<file path="src/rtl/core/look_at_view_matrix_top_macros.svh">
// assertion macros shared by the look-at view matrix rtl
`ifndef LOOK_AT_VIEW_MATRIX_TOP_MACROS_SVH
`define LOOK_AT_VIEW_MATRIX_TOP_MACROS_SVH

`ifndef SYNTHESIS

// antecedent holds in a cycle, consequent holds in the same cycle
`define LAV_ASSERT_IMP(name, clk, rst_n, ante, cons) \
    name: assert property (@(posedge clk) disable iff (!rst_n) (ante) |-> (cons)) \
        else $error("lav assertion failed");

// antecedent holds in a cycle, consequent holds in the next cycle
`define LAV_ASSERT_NEXT(name, clk, rst_n, ante, cons) \
    name: assert property (@(posedge clk) disable iff (!rst_n) (ante) |=> (cons)) \
        else $error("lav assertion failed");

`else

`define LAV_ASSERT_IMP(name, clk, rst_n, ante, cons)
`define LAV_ASSERT_NEXT(name, clk, rst_n, ante, cons)

`endif

`endif

</file>
<file path="src/rtl/core/lav_pkg.sv">
// types, widths and rounding helper for the look-at view matrix pipeline
package lav_pkg;

    localparam int LAV_FRAC   = 14;
    localparam int ROT_W      = 16;
    localparam int ZOOM_W     = 16;
    localparam int DIST_W     = 20;
    localparam int EYE_W      = 30;
    localparam int VEC_W      = 32;
    localparam int MAG_W      = 31;
    localparam int NRM_W      = 30;
    localparam int ROOT_W     = 31;
    localparam int SQRT_STEPS = ROOT_W;
    localparam int QUO_W      = LAV_FRAC + 1;
    localparam int NUM_W      = NRM_W + LAV_FRAC + 1;
    localparam int BAS_W      = 16;
    localparam int VB_W       = 17;
    localparam int SHIFT_W    = 28;
    localparam int EYE_SHIFT  = 8 + LAV_FRAC;

    localparam logic signed [DIST_W-1:0] DIST_RESET = 20'sd256;

    typedef struct packed {
        logic signed [ROT_W-1:0]  rot_r0c0;
        logic signed [ROT_W-1:0]  rot_r0c1;
        logic signed [ROT_W-1:0]  rot_r0c2;
        logic signed [ROT_W-1:0]  rot_r1c0;
        logic signed [ROT_W-1:0]  rot_r1c1;
        logic signed [ROT_W-1:0]  rot_r1c2;
        logic signed [ROT_W-1:0]  rot_r2c0;
        logic signed [ROT_W-1:0]  rot_r2c1;
        logic signed [ROT_W-1:0]  rot_r2c2;
        logic        [ZOOM_W-1:0] zoom_factor;
    } lav_in_t;

    typedef struct packed {
        logic signed [BAS_W-1:0]   right_x;
        logic signed [BAS_W-1:0]   right_y;
        logic signed [BAS_W-1:0]   right_z;
        logic signed [BAS_W-1:0]   up_x;
        logic signed [BAS_W-1:0]   up_y;
        logic signed [BAS_W-1:0]   up_z;
        logic signed [BAS_W-1:0]   back_x;
        logic signed [BAS_W-1:0]   back_y;
        logic signed [BAS_W-1:0]   back_z;
        logic signed [SHIFT_W-1:0] shift_u;
        logic signed [SHIFT_W-1:0] shift_v;
        logic signed [SHIFT_W-1:0] shift_w;
    } lav_out_t;

    typedef logic [2:0][VEC_W-1:0] lav_vec_t;
    typedef logic [2:0][BAS_W-1:0] lav_bas_t;

    // data that rides along a normalizer: eye point and one vector of three 16-bit parts
    typedef struct packed {
        logic [2:0][EYE_W-1:0] eye;
        lav_bas_t              vec;
    } lav_side_t;

    // shift right by sh with halves rounded away from zero
    function automatic logic signed [63:0] lav_round(input logic signed [63:0] x,
                                                     input int sh);
        logic [63:0] mag;
        logic [63:0] res;
        mag = x[63] ? 64'(-x) : 64'(x);
        res = (mag + (64'd1 << (sh - 1))) >> sh;
        return x[63] ? -$signed(res) : $signed(res);
    endfunction

endpackage

</file>
<file path="src/rtl/core/lav_cross.sv">
// cross product of the rotated up vector with w, one stage
module lav_cross import lav_pkg::*;
(
    input  logic      clk,
    input  logic      rst_n,
    input  logic      in_valid,
    output logic      in_ready,
    input  lav_bas_t  in_w,
    input  lav_side_t in_side,
    output logic      out_valid,
    input  logic      out_ready,
    output lav_vec_t  out_vec,
    output lav_side_t out_side
);

    logic                     vld_reg;
    logic                     adv;
    logic signed [VEC_W-1:0]  t_reg [3];
    logic [2:0][EYE_W-1:0]    eye_reg;
    lav_bas_t                 w_reg;

    assign adv      = !vld_reg || out_ready;
    assign in_ready = adv;

    always_ff @(posedge clk or negedge rst_n)
    begin
        if (!rst_n)
        begin
            vld_reg <= 1'b0;
        end
        else if (adv)
        begin
            vld_reg <= in_valid;
        end
    end

    always_ff @(posedge clk)
    begin
        if (adv)
        begin
            eye_reg  <= in_side.eye;
            w_reg    <= in_w;
            t_reg[0] <= $signed(in_side.vec[1]) * $signed(in_w[2])
                      - $signed(in_side.vec[2]) * $signed(in_w[1]);
            t_reg[1] <= $signed(in_side.vec[2]) * $signed(in_w[0])
                      - $signed(in_side.vec[0]) * $signed(in_w[2]);
            t_reg[2] <= $signed(in_side.vec[0]) * $signed(in_w[1])
                      - $signed(in_side.vec[1]) * $signed(in_w[0]);
        end
    end

    assign out_valid    = vld_reg;
    assign out_vec      = {t_reg[2], t_reg[1], t_reg[0]};
    assign out_side.eye = eye_reg;
    assign out_side.vec = w_reg;

endmodule

</file>
<file path="config.mk">
export PLATFORM = sky130hd
export DESIGN_NAME = lav_cross
export DESIGN_NICKNAME = d
export VERILOG_FILES = /design/src/rtl/core/look_at_view_matrix_top_macros.svh /design/src/rtl/core/lav_pkg.sv /design/src/rtl/core/lav_cross.sv
export SDC_FILE = /design/constraint.sdc
export NUM_CORES = 2
export LEC_CHECK = 0
export BUFFER_PORTS_ARGS = -buffer_cell sky130_fd_sc_hd__clkbuf_2
export CAP_MARGIN = 20
export CORE_MARGIN = 4
export CORE_UTILIZATION = 32
export DETAILED_ROUTE_END_ITERATION = 12
export SLEW_MARGIN = 20
export SYNTH_ARGS = -nofsm -noshare
export SYNTH_HDL_FRONTEND = slang
export SYNTH_SLANG_ARGS = --single-unit
</file>
<file path="constraint.sdc">
create_clock -name clk -period 10.6 [get_ports clk]
set_clock_uncertainty 0.2 [all_clocks]
set_input_delay 1.59 -clock clk [delete_from_list [all_inputs] [get_ports clk]]
set_output_delay 1.59 -clock clk [all_outputs]
set_load 0.02 [all_outputs]
</file>
Yosys cells after proc, flatten, opt, wreduce, memory -nomap -nowiden
Memories as Yosys holds them, arrays and structs flattened.
Index checks and enable logic that the tools add are counted.
W data, S select, Z words.

storage, ports and cells
  register bits after elaboration = 139
  bits in latches = 0
  RAM bits = 96
  memory bits (read-only) = 0
  bits of input ports = 190
  output and inout bits = 236
  logic and storage cells = 21
  memories kept = 1

memories
  memory  words  bits a word  read ports  clocked after Yosys merged registers in  write ports  line             text
  t_reg   3      32           3           0                                        3            lav_cross.sv:18  logic signed [VEC_W-1:0] t_reg [3];

cells by class
  add/sub/neg operators = 3
  $mul = 6
  div/mod/pow operators = 0
  magnitude comparators = 0
  equal/unequal tests = 0
  shift-type cells = 0
  multiplexer cells = 2
  bitwise operators = 0
  reductions and logical operators = 2

operators with widths
  cell                count
  $mul A16 B16 Y32    6
  $sub A32 B32 Y32    3
  $mux W1             2
  $logic_not A1 Y1    1
  $logic_or A1 B1 Y1  1

Longest topological paths before layout
  depth in word-level cells = 4
  depth in mapped cells = 29

Worst setup path before layout
Ideal clock, no wire load.

  path kind = input -> output
  from = in out_ready
  to = out in_ready
  data arrival time = 7.352 ns
  required time = 8.810 ns
  slack = 1.458 ns
  stages = 1
  buffers on the path = 0
  cells stage by stage = nand2b_1

between the ends
  word-level cells in the longest chain between the ends = 1

RTL lines
  what                line             text
  from (decl)         lav_cross.sv:11  input logic out_ready,
  $logic_or A1 B1 Y1  lav_cross.sv:22  assign adv = !vld_reg || out_ready;
  to (decl)           lav_cross.sv:7   output logic in_ready,

Every way passes these cells.

==> metrics <==
result of the run complete, no violations; final WL 193000 µm; EDFF count, synth 234; Synth top cells by count inv_1, fa_1, and2_1; reg-to-reg slack, setup 7.33 ns; Fin. Hold Viols 0; register area share after synthesis 10.4%; layout cells sized above 1 8.85%; max frequency 107 MHz; Worst-Margin Slew 1.17 ns; Area Overhead vs Synth 10.0%; max reg flops 138; area leader, netlist fa_1; vias in the first global route 50500; Final min period 9.36 ns; Root Buffer clkbuf_16; register clock-pin slew on the reported worst setup and hold paths 0.05 ns; Ports 426; Via-to-Cell Ratio 4.59; die footprint 0.219 mm²; final setup fails 0; post-cts sizing count 0; clk_lat worst skew 0.59 ns; Reg2Reg Depth 4; Routed Antenna Nets 0; Clock Tree Buf Depth 3; Slew Limit Headroom 22.3%; NumNets Final 9466; count leader, synth inv_1; asr flop ratio synth 0.426%; Die H 468 µm; largest cells by area after synthesis fa_1, inv_1, edfxtp_1; initial antenna violation count 47; Synth cell types 61; Hold WC Path Type primary input to async pin; MaxCap Viol Count 0; hold-fix buffers at CTS 0; core area 0.210 mm²; Post-Syn Area 0.0676 mm²; Yosys warnings 0; via count 45500; Worst Path Max Fanout 22; GRT Util Overall 18.3%; CTS buffer count 36; Final Wtd Congestion 0.957; largest net degree at the start of global routing 67; Worst EP arrival 9.56 ns; Avg Cell Area, Syn 10.0 µm²; kind of critical path primary input to register; Final HPWL DP 160000 µm; DR WL/cell 19.5 µm; grt ovf 0; Seq. cell area 0.00705 mm²; Top FF cell, synth edfxtp_1; DRC 0; Initial DRC Count 2951; CP endpoint kind register; Worst EP required 10.80 ns; port buffer count 425; row count 168; Final period util 88.3%; first-pass GRT wire length 304000 µm; Yosys reg bits 235; Synthesized Nets 9157; CTS tree done; Die Width 468 µm; clock sinks 235; CTS H-tree lvls 2; RSZ-0062 raised after global routing no; Mapped Cells 6759; # fillers 21300; post-synth top area share 51.3%; Worst Setup Start Kind primary input; DR pass1 iterations 5; Final TNS setup 0 ns; post-CTS setup buffer count 0; area of the multi-input gates 0.0522 mm²; Max Slew Vio Count 0; Initial Util 32.2%
-- kinds of logic (layout without fill, tap and decap cells) --
group | after synthesis | after routing | synth area share [%]
AOI/OAI and AO/OA | 223 | 223 | 2.18
xor gates and xnor gates | 144 | 144 | 1.87
adders and majority gates | 2208 | 2208 | 60.1
buffers and inverters | 2229 | 2564 | 12.4
DFF | 235 | 235 | 10.4
muxes | 2 | 2 | 0.0296
other | 0 | 18 | 0
and+or+nand+nor | 1718 | 1718 | 13.0
-- layout make-up --
class	count	area share [%]
sequential	235	9.48
clock buffer	39	1.23
tap	2805	4.72
clock inverter	25	0.262
timing repair buffer	560	4.27
inverter	1940	9.79
antenna	18	0.0606
multi-input combinational	4295	70.2
-- per-stage QoR --
stage	instances	setup WS (ns)	util, %	cell area, µm²	hold slack, ns
CTS	9899	1.33	35.4	74300	0.493
detailed placement	9835	0.556	34.9	73200	0.889
floorplan	6759	1.46	-	67600	1.09
global route	9900	0.643	35.4	74300	0.516
finish	9917	1.24	35.4	74400	0.560
global placement	9835	0.731	34.9	73200	0.880
-- final timing paths --
check                           startpoint           end
worst max-delay path               in_w[0]  t_reg[0][63]
worst min-delay path                 rst_n     out_valid
worst max register to register   out_valid  out_side[13]
worst min register to register   out_valid  out_side[38]
max in group asynchronous            rst_n     out_valid
min in group clk                 out_valid  out_side[38]
-- placed cells by master, fill, tap and decap left out, drive strengths merged, types with 3 or more instances in the layout --
cell,n
nand3,19
o211ai,6
nor2b,12
and2,815
clkinv,18
a2111oi,3
clkbuf,464
o21a,19
ha,477
nand2,668
xor2,32
a21boi,5
fa,1731
nand4,10
o21bai,5
a31oi,11
nor3,13
edfxtp,234
nand3b,3
nor2,99
o21ai,50
a21oi,61
nand2b,55
buf,135
a211o,3
diode,18
xnor2,112
inv,1944
a21o,21
or4,3
a211oi,15
and3,9
-- per-layer routing --
layer	GRT usage, %	vias to the layer above	share of wire [%]
met3	4.54	215	8.8
met4	4.30	26	2.7
met2	29.4	1589	46
met1	25.0	23800	42
met5	0	-	0.081
li1	-	19900	-
-- worst max-delay path, cell delays in order --
cell,delay (ns)
clkbuf_2,0.46
nand2_1,0.28
inv_1,0.12
fa_1,0.67
inv_1,0.14
fa_1,0.51
inv_1,0.05
fa_1,0.49
inv_1,0.05
fa_1,0.52
inv_1,0.05
fa_1,0.48
fa_1,0.50
fa_1,0.49
inv_1,0.05
fa_1,0.47
inv_1,0.04
ha_1,0.36
nand4_1,0.18
a2111oi_0,0.40
o21ai_0,0.36
a32oi_1,0.44
a31oi_1,0.22
a21oi_1,0.26
a21o_1,0.15
a21oi_1,0.07
xnor2_1,0.12
Power is left out: the tool's default activity adds up to more than one toggle a clock period on the data nets, which glitch-free logic cannot reach.
